`src/rtl/ffa_pkg.sv`:
```
`timescale 1ns / 1ps
// ----------------------------------------------------------------------------
// ffa_pkg
// Shared sizes, codes and types of the first-fit allocator with LRU eviction.
// ----------------------------------------------------------------------------
package ffa_pkg;

	localparam int MAX_RECORDS  = 256;
	localparam int MAX_SEGMENTS = 512;
	localparam int OFFSET_BITS  = 32;
	localparam int EVICT_LIMIT  = 10;

	localparam int SEG_IW = $clog2(MAX_SEGMENTS);       // table index
	localparam int SEG_PW = $clog2(MAX_SEGMENTS + 1);   // pointer with end mark
	localparam int REC_IW = $clog2(MAX_RECORDS);
	localparam int REC_CW = $clog2(MAX_RECORDS + 1);
	localparam int LEN_W  = OFFSET_BITS + 1;
	localparam int FRAME_W = 64;

	localparam logic [SEG_PW-1:0] SEG_END = SEG_PW'(MAX_SEGMENTS);
	localparam logic [31:0] POOL_RESET = 32'd67108864;

	localparam logic [1:0] OP_ALLOC  = 2'd0;
	localparam logic [1:0] OP_TOUCH  = 2'd1;
	localparam logic [1:0] OP_TICK   = 2'd2;
	localparam logic [1:0] OP_UNUSED = 2'd3;

	localparam logic [1:0] ST_OK      = 2'd0;
	localparam logic [1:0] ST_OOM     = 2'd1;
	localparam logic [1:0] ST_TFULL   = 2'd2;
	localparam logic [1:0] ST_NOMATCH = 2'd3;

	typedef struct packed {
		logic [OFFSET_BITS-1:0] start;
		logic [LEN_W-1:0]       len;
		logic                   free;
		logic [SEG_PW-1:0]      next;
	} seg_node_t;

	typedef struct packed {
		logic [OFFSET_BITS-1:0] start;
		logic [FRAME_W-1:0]     frame;
		logic                   active;
	} rec_word_t;

	typedef enum logic [4:0] {
		CMD_NONE,
		CMD_CFG,
		CMD_LOAD,
		CMD_SET_OOM,
		CMD_SET_TFULL,
		CMD_STEP,
		CMD_MARK_USED,
		CMD_SPLIT1,
		CMD_SPLIT2,
		CMD_REC_NEW,
		CMD_SCAN_INIT,
		CMD_SCAN,
		CMD_EVICT,
		CMD_FREE_HIT,
		CMD_NX_RD,
		CMD_MERGE_NX,
		CMD_MERGE_PREV,
		CMD_WALK_INIT,
		CMD_TOUCH,
		CMD_EMIT
	} cmd_t;

	typedef struct packed {
		logic [1:0] op;
		logic       size_zero;
		logic       node_fit;
		logic       node_exact;
		logic       node_end;
		logic       node_match;
		logic       tfull;
		logic       ev_over;
		logic       scan_done;
		logic       best_valid;
		logic       out_busy;
	} dp_stat_t;

endpackage

```
`src/rtl/ffa_ctrl.sv`:
```
`timescale 1ns / 1ps
// ----------------------------------------------------------------------------
// ffa_ctrl
// Sequencer for allocate walk, LRU scan, coalescing free, touch and tick.
// ----------------------------------------------------------------------------
module ffa_ctrl (
	input  logic              clk,
	input  logic              arst_n,
	input  logic              in_valid,
	output logic              in_stall,
	input  logic              cfg_valid,
	output logic              cfg_ready,
	input  ffa_pkg::dp_stat_t stat,
	output ffa_pkg::cmd_t     cmd
);
	import ffa_pkg::*;

	typedef enum logic [3:0] {
		S_IDLE,
		S_DISPATCH,
		S_TOUCH,
		S_A_RD,
		S_A_EVAL,
		S_SPLIT2,
		S_REC,
		S_E_SCAN,
		S_F_RD,
		S_F_EVAL,
		S_F_NX_RD,
		S_F_NX,
		S_F_PREV,
		S_RESTART,
		S_FINISH
	} state_t;

	state_t state_q;
	state_t state_d;

	assign cfg_ready = (state_q == S_IDLE);
	assign in_stall  = (state_q != S_IDLE) || cfg_valid;

	always_comb begin
		state_d = state_q;
		cmd     = CMD_NONE;
		unique case (state_q)
			S_IDLE: begin
				if (cfg_valid) begin
					cmd = CMD_CFG;
				end else if (in_valid) begin
					cmd     = CMD_LOAD;
					state_d = S_DISPATCH;
				end
			end
			S_DISPATCH: begin
				if (stat.op == OP_ALLOC) begin
					if (stat.size_zero) begin
						cmd     = CMD_SET_OOM;
						state_d = S_FINISH;
					end else begin
						state_d = S_A_RD;
					end
				end else if (stat.op == OP_TOUCH) begin
					state_d = S_TOUCH;
				end else begin
					state_d = S_FINISH;
				end
			end
			S_TOUCH: begin
				cmd     = CMD_TOUCH;
				state_d = S_FINISH;
			end
			S_A_RD: state_d = S_A_EVAL;
			S_A_EVAL: begin
				if (stat.node_fit) begin
					if (stat.node_exact) begin
						cmd     = CMD_MARK_USED;
						state_d = S_REC;
					end else if (stat.tfull) begin
						cmd     = CMD_SET_TFULL;
						state_d = S_FINISH;
					end else begin
						cmd     = CMD_SPLIT1;
						state_d = S_SPLIT2;
					end
				end else if (stat.node_end) begin
					if (stat.ev_over) begin
						cmd     = CMD_SET_OOM;
						state_d = S_FINISH;
					end else begin
						cmd     = CMD_SCAN_INIT;
						state_d = S_E_SCAN;
					end
				end else begin
					cmd     = CMD_STEP;
					state_d = S_A_RD;
				end
			end
			S_SPLIT2: begin
				cmd     = CMD_SPLIT2;
				state_d = S_REC;
			end
			S_REC: begin
				cmd     = CMD_REC_NEW;
				state_d = S_FINISH;
			end
			S_E_SCAN: begin
				if (!stat.scan_done) begin
					cmd = CMD_SCAN;
				end else if (stat.best_valid) begin
					cmd     = CMD_EVICT;
					state_d = S_F_RD;
				end else begin
					cmd     = CMD_SET_OOM;
					state_d = S_FINISH;
				end
			end
			S_F_RD: state_d = S_F_EVAL;
			S_F_EVAL: begin
				if (stat.node_match) begin
					cmd     = CMD_FREE_HIT;
					state_d = stat.node_end ? S_F_PREV : S_F_NX_RD;
				end else if (stat.node_end) begin
					state_d = S_RESTART;
				end else begin
					cmd     = CMD_STEP;
					state_d = S_F_RD;
				end
			end
			S_F_NX_RD: begin
				cmd     = CMD_NX_RD;
				state_d = S_F_NX;
			end
			S_F_NX: begin
				cmd     = CMD_MERGE_NX;
				state_d = S_F_PREV;
			end
			S_F_PREV: begin
				cmd     = CMD_MERGE_PREV;
				state_d = S_RESTART;
			end
			S_RESTART: begin
				cmd     = CMD_WALK_INIT;
				state_d = S_A_RD;
			end
			S_FINISH: begin
				if (!stat.out_busy) begin
					cmd     = CMD_EMIT;
					state_d = S_IDLE;
				end
			end
			default: state_d = S_IDLE;
		endcase
	end

	always_ff @(posedge clk or negedge arst_n) begin
		if (!arst_n) begin
			state_q <= S_IDLE;
		end else begin
			state_q <= state_d;
		end
	end

endmodule

```
`config.mk`:
```
export PLATFORM = sky130hd
export DESIGN_NAME = ffa_ctrl
export DESIGN_NICKNAME = d
export VERILOG_FILES = /design/src/rtl/ffa_pkg.sv /design/src/rtl/ffa_ctrl.sv
export SDC_FILE = /design/constraint.sdc
export NUM_CORES = 1
export LEC_CHECK = 0
export BUFFER_PORTS_ARGS = -buffer_cell sky130_fd_sc_hd__buf_2
export CORE_MARGIN = 5
export CORE_UTILIZATION = 35
export DETAILED_ROUTE_END_ITERATION = 16
export GPL_TIMING_DRIVEN = 0
export SYNTH_ARGS = -nofsm -noshare
export SYNTH_HDL_FRONTEND = slang
export SYNTH_SLANG_ARGS = --single-unit
```
`constraint.sdc`:
```
create_clock -name clk -period 2.2 [get_ports clk]
set_input_delay 0 -clock clk [delete_from_list [all_inputs] [get_ports clk]]
set_output_delay 0 -clock clk [all_outputs]
set_load 0.02 [all_outputs]
```
-- After elaboration in Yosys (flattened, before gate mapping)
Index checks and enable logic that the tools add are counted.
- shift operators: 0
- order comparisons: 0
- mux-type cells: 32
- $add $sub $neg: 0
- multipliers: 0
- eq/ne operators: 19
- div/mod/pow operators: 0
- bitwise operators: 0
- reductions and logical operators: 6
- operator list (cell ; count):
    5-bit one-hot mux with 13 select lines ; 1
    4-bit two-way mux ; 16
    4-bit one-hot mux with 14 select lines ; 1
    4-bit equality test (second input constant) ; 7
    4-bit by 3-bit equality test with 1-bit output (second input constant) ; 4
    3-bit two-way mux ; 5
    5-bit two-way mux ; 3
    2-bit two-way mux ; 6
    4-bit by 2-bit equality test with 1-bit output (second input constant) ; 2
    2-bit != test (second input constant) ; 4
    4-bit by 1-bit equality test with 1-bit output (second input constant) ; 1
    4-bit logical NOT ; 1
    4-bit AND reduction ; 1
    4-bit nonzero test ; 1
    2-bit by 1-bit equality test with 1-bit output (second input constant) ; 1
    2-bit logical NOT ; 1
    2-bit OR reduction ; 1
    1-bit logical OR ; 1
- register bits after elaboration: 4
- output and inout port bits: 7
- memories: 0
- input port bits: 16
- ROM bits: 0
- RAM bits: 0
- latch bits: 0

-- Logic depth before layout (Yosys ltp)
- depth after elaboration: 4
- mapped depth: 5
- gate-level depth less buffers: 4

-- Least setup slack after synthesis
Ideal clock, no wire load.
- path type: register to output
- start point: register state_q[1]
- end point: output cmd[1]
- path buffers: 2
- path slack: 0.480 ns
- cell stages (with the launch flop): 5
- data arrival time: 1.720 ns
- cell sequence: dfrtp_1 buf_2 buf_1 a21oi_1 o311ai_0
- word-level cells in the longest chain between the ends: 2
- elaborated cells on any way between the ends: 14
- classes of those cells: eq/ne: 12; mux: 1; reduce/logical: 1
- RTL lines (item ; line ; RTL):
    from (decl) ; ffa_ctrl.sv:36 ; state_t state_q;
    from (signal assigned) ; ffa_ctrl.sv:159 ; state_q <= state_d;
    4-bit equality test (tied with other cells) ; ffa_ctrl.sv:45 ; unique case (state_q)
    5-bit one-hot mux with 13 select lines (*) ; ffa_ctrl.sv:45 ;
    to (decl) ; ffa_ctrl.sv:14 ; output ffa_pkg::cmd_t cmd
Every way passes the cells marked *; elsewhere a longest branch is shown, timed or not.

-- Worst setup path after layout
Same ends and word-level chain as after synthesis.

==> results.json <==
{
  "critPathLaunchType": "register",
  "critical_path_required_ns": 2.20,
  "hold_viol": 0,
  "synth_seq_cells": 4,
  "n_fill_cell": 219,
  "cts_sinks": 4,
  "die_y_microns": 55.1,
  "gp_congestion": 0.875,
  "stdcell_count": 157,
  "drv_slew": 0,
  "max-slew-margin-rel": 0.663,
  "via_count": 948,
  "clock_skew_ns": 0.00190,
  "syn_to_final_growth_pct": 24.8,
  "crit_arrival_ns": 1.85,
  "first_global_vias": 859,
  "io_buffers": 22,
  "fin_ws_ns": 0.354,
  "ys.flop_type": "dfrtp_1",
  "n_antenna_cell": 0,
  "ant_nets": 0,
  "place_ws_ns": 0.580,
  "hold_buffers": 1,
  "hpwl_mm": 1.85,
  "postCtsResizedCells": 0,
  "cap_violations": 0,
  "largest_reg_flops": 4,
  "wl_mm": 2.33,
  "row_count": 16,
  "path_class": "reg2out",
  "viasPerCell": 6.04,
  "tightest_slew_ns": 0.493,
  "register_area_sq_um": 100,
  "p_per_area_nw_per_um2": 1450,
  "die_x_microns": 55.1,
  "syn_nets": 120,
  "insertion_delay_ns": 0.23,
  "multi_input_area_sq_um": 562,
  "antenna_found_initial": 0,
  "nets": 148,
  "cts_buffer_depth": 2,
  "leakagePower_uw": 0.000355,
  "fin_crit_sh": 0.839,
  "drc": 0,
  "die_area_sq_um": 3030,
  "synth_area_sq_um": 711,
  "worstPathMaxFanout": 10,
  "rsz0062_at_grt": "no",
  "postSynthAreaPerCell_sq_um": 6.83,
  "htree_levels": 1,
  "min_period_ns": 1.85,
  "top_regs": "state_q x4",
  "outcome": "completed",
  "seq_area_frac_synth": 0.141,
  "dp.cells": 153,
  "drt_iter0_markers": 27,
  "ctsRootBufferMaster": "clkbuf_4",
  "finalSetupTns_ns": 0,
  "overflow": 0,
  "netlist_instances": 104,
  "initial_core_util": 0.366,
  "clk_pin_slew_worst_paths_ns": 0.04,
  "final_cell_mix": "buf_2, a21oi_1, nand2b_1, nand2_1, o21ai_0",
  "tritoncts": "done",
  "wl_per_cell_microns": 14.9,
  "drive_above_1_share": 0.285,
  "grtUsageTotal": 0.167,
  "grt_pass1_wl_mm": 3.77,
  "cts_made_buffers": 3,
  "layout_commonest_cell": "buf_2",
  "finalSetupViolations": 0,
  "largest-register": "state_q",
  "synthArstFlopShare": 1.00,
  "ys_warn_count": 0,
  "drt-pass1-iter-count": 4,
  "fmax_ghz": 0.542,
  "hold_path.class": "in2reg",
  "ios": 23,
  "cts_setup_buffers": 0,
  "ys_types": 41,
  "core_sq_um": 1940,
  "peakVddDrop_mv": 0.683,
  "finish.utilization": 0.457,
  "grt_max_degree": 11,
  "critPathCaptureType": "primary output",
  "synth_edf_count": 0
}
## per-stage QoR
step / hold WS, ns / area (sq um) / power (uW)
6_report: 0.0830 / 887 / 1280
5_1_grt: 0.118 / 887 / 1410
4_1_cts: 0.0761 / 887 / 1280
3_5_place_dp: -0.193 / 855 / 1180
3_3_place_gp: -0.196 / 855 / 1170
2_1_floorplan: -0.296 / 711 / 903
## critical path, stage by stage, from the launching register on
cell      delay, ns
dfrtp_1        0.36
buf_2          0.22
buf_1          0.37
a21oi_1        0.08
o311ai_0       0.35
buf_2          0.23
## power by group
| part | switching (uW) | total (uW) | internal, uW |
|---|---|---|---|
| Combinational | 652 | 1030 | 382 |
| Clock | 27.1 | 87.9 | 60.8 |
| Sequential | 44.4 | 160 | 116 |
| Total | 724 | 1280 | 558 |
## layout make-up
| type | count | area share |
|---|---|---|
| buffer | 7 | 0.0381 |
| clock buffer | 3 | 0.0254 |
| inverter | 4 | 0.0169 |
| multi-input combinational | 89 | 0.633 |
| sequential | 4 | 0.113 |
| tap | 27 | 0.0381 |
| timing repair buffer | 23 | 0.135 |
## synthesized netlist by cell type, types with 2 or more instances
cell / n / area, sq um
nand4b_1: 2 / 17.5
inv_1: 4 / 15.0
nor2b_1: 5 / 31.3
o22ai_1: 2 / 12.5
a21oi_1: 11 / 55.1
nor3_1: 5 / 25.0
nand4_1: 2 / 12.5
nor2_1: 6 / 22.5
a311oi_1: 2 / 17.5
buf_2: 6 / 30.0
nand2_1: 7 / 26.3
o21ai_0: 7 / 35.0
nand2b_1: 7 / 43.8
nand3_1: 3 / 15.0
nand3b_1: 3 / 22.5
a211oi_1: 4 / 30.0
dfrtp_1: 4 / 100
## kinds of logic (layout without fill, tap and decap cells)
group                  Yosys count  in the layout  share of synthesized area
buffers and inverters           11             37                     0.0687
AOI/OAI and AO/OA               40             40                      0.384
DFF                              4              4                      0.141
and+or+nand+nor                 49             49                      0.407
## final timing paths
path | from | endpoint | slack (ns) | depth (start not counted)
worst max-delay path | state_q[1] | cmd[1] | 0.35 | 5
worst min-delay path | stat[0] | state_q[3] | 0.08 | 3
worst max register to register | state_q[3] | state_q[3] | 0.57 | 4
worst min register to register | state_q[3] | state_q[3] | 0.85 | 4
max in group asynchronous | arst_n | state_q[0] | 1.98 | 2
min in group asynchronous | arst_n | state_q[2] | 0.10 | 2
## per-layer routing
| metal | track usage | share of wire |
|---|---|---|
| met2 | 0.283 | 0.50 |
| met4 | 0.0769 | 0.0064 |
| met3 | 0.0107 | 0.078 |
| met5 | 0 | 0 |
| met1 | 0.214 | 0.42 |
No activity file was read; power rests on OpenSTA's default activity.
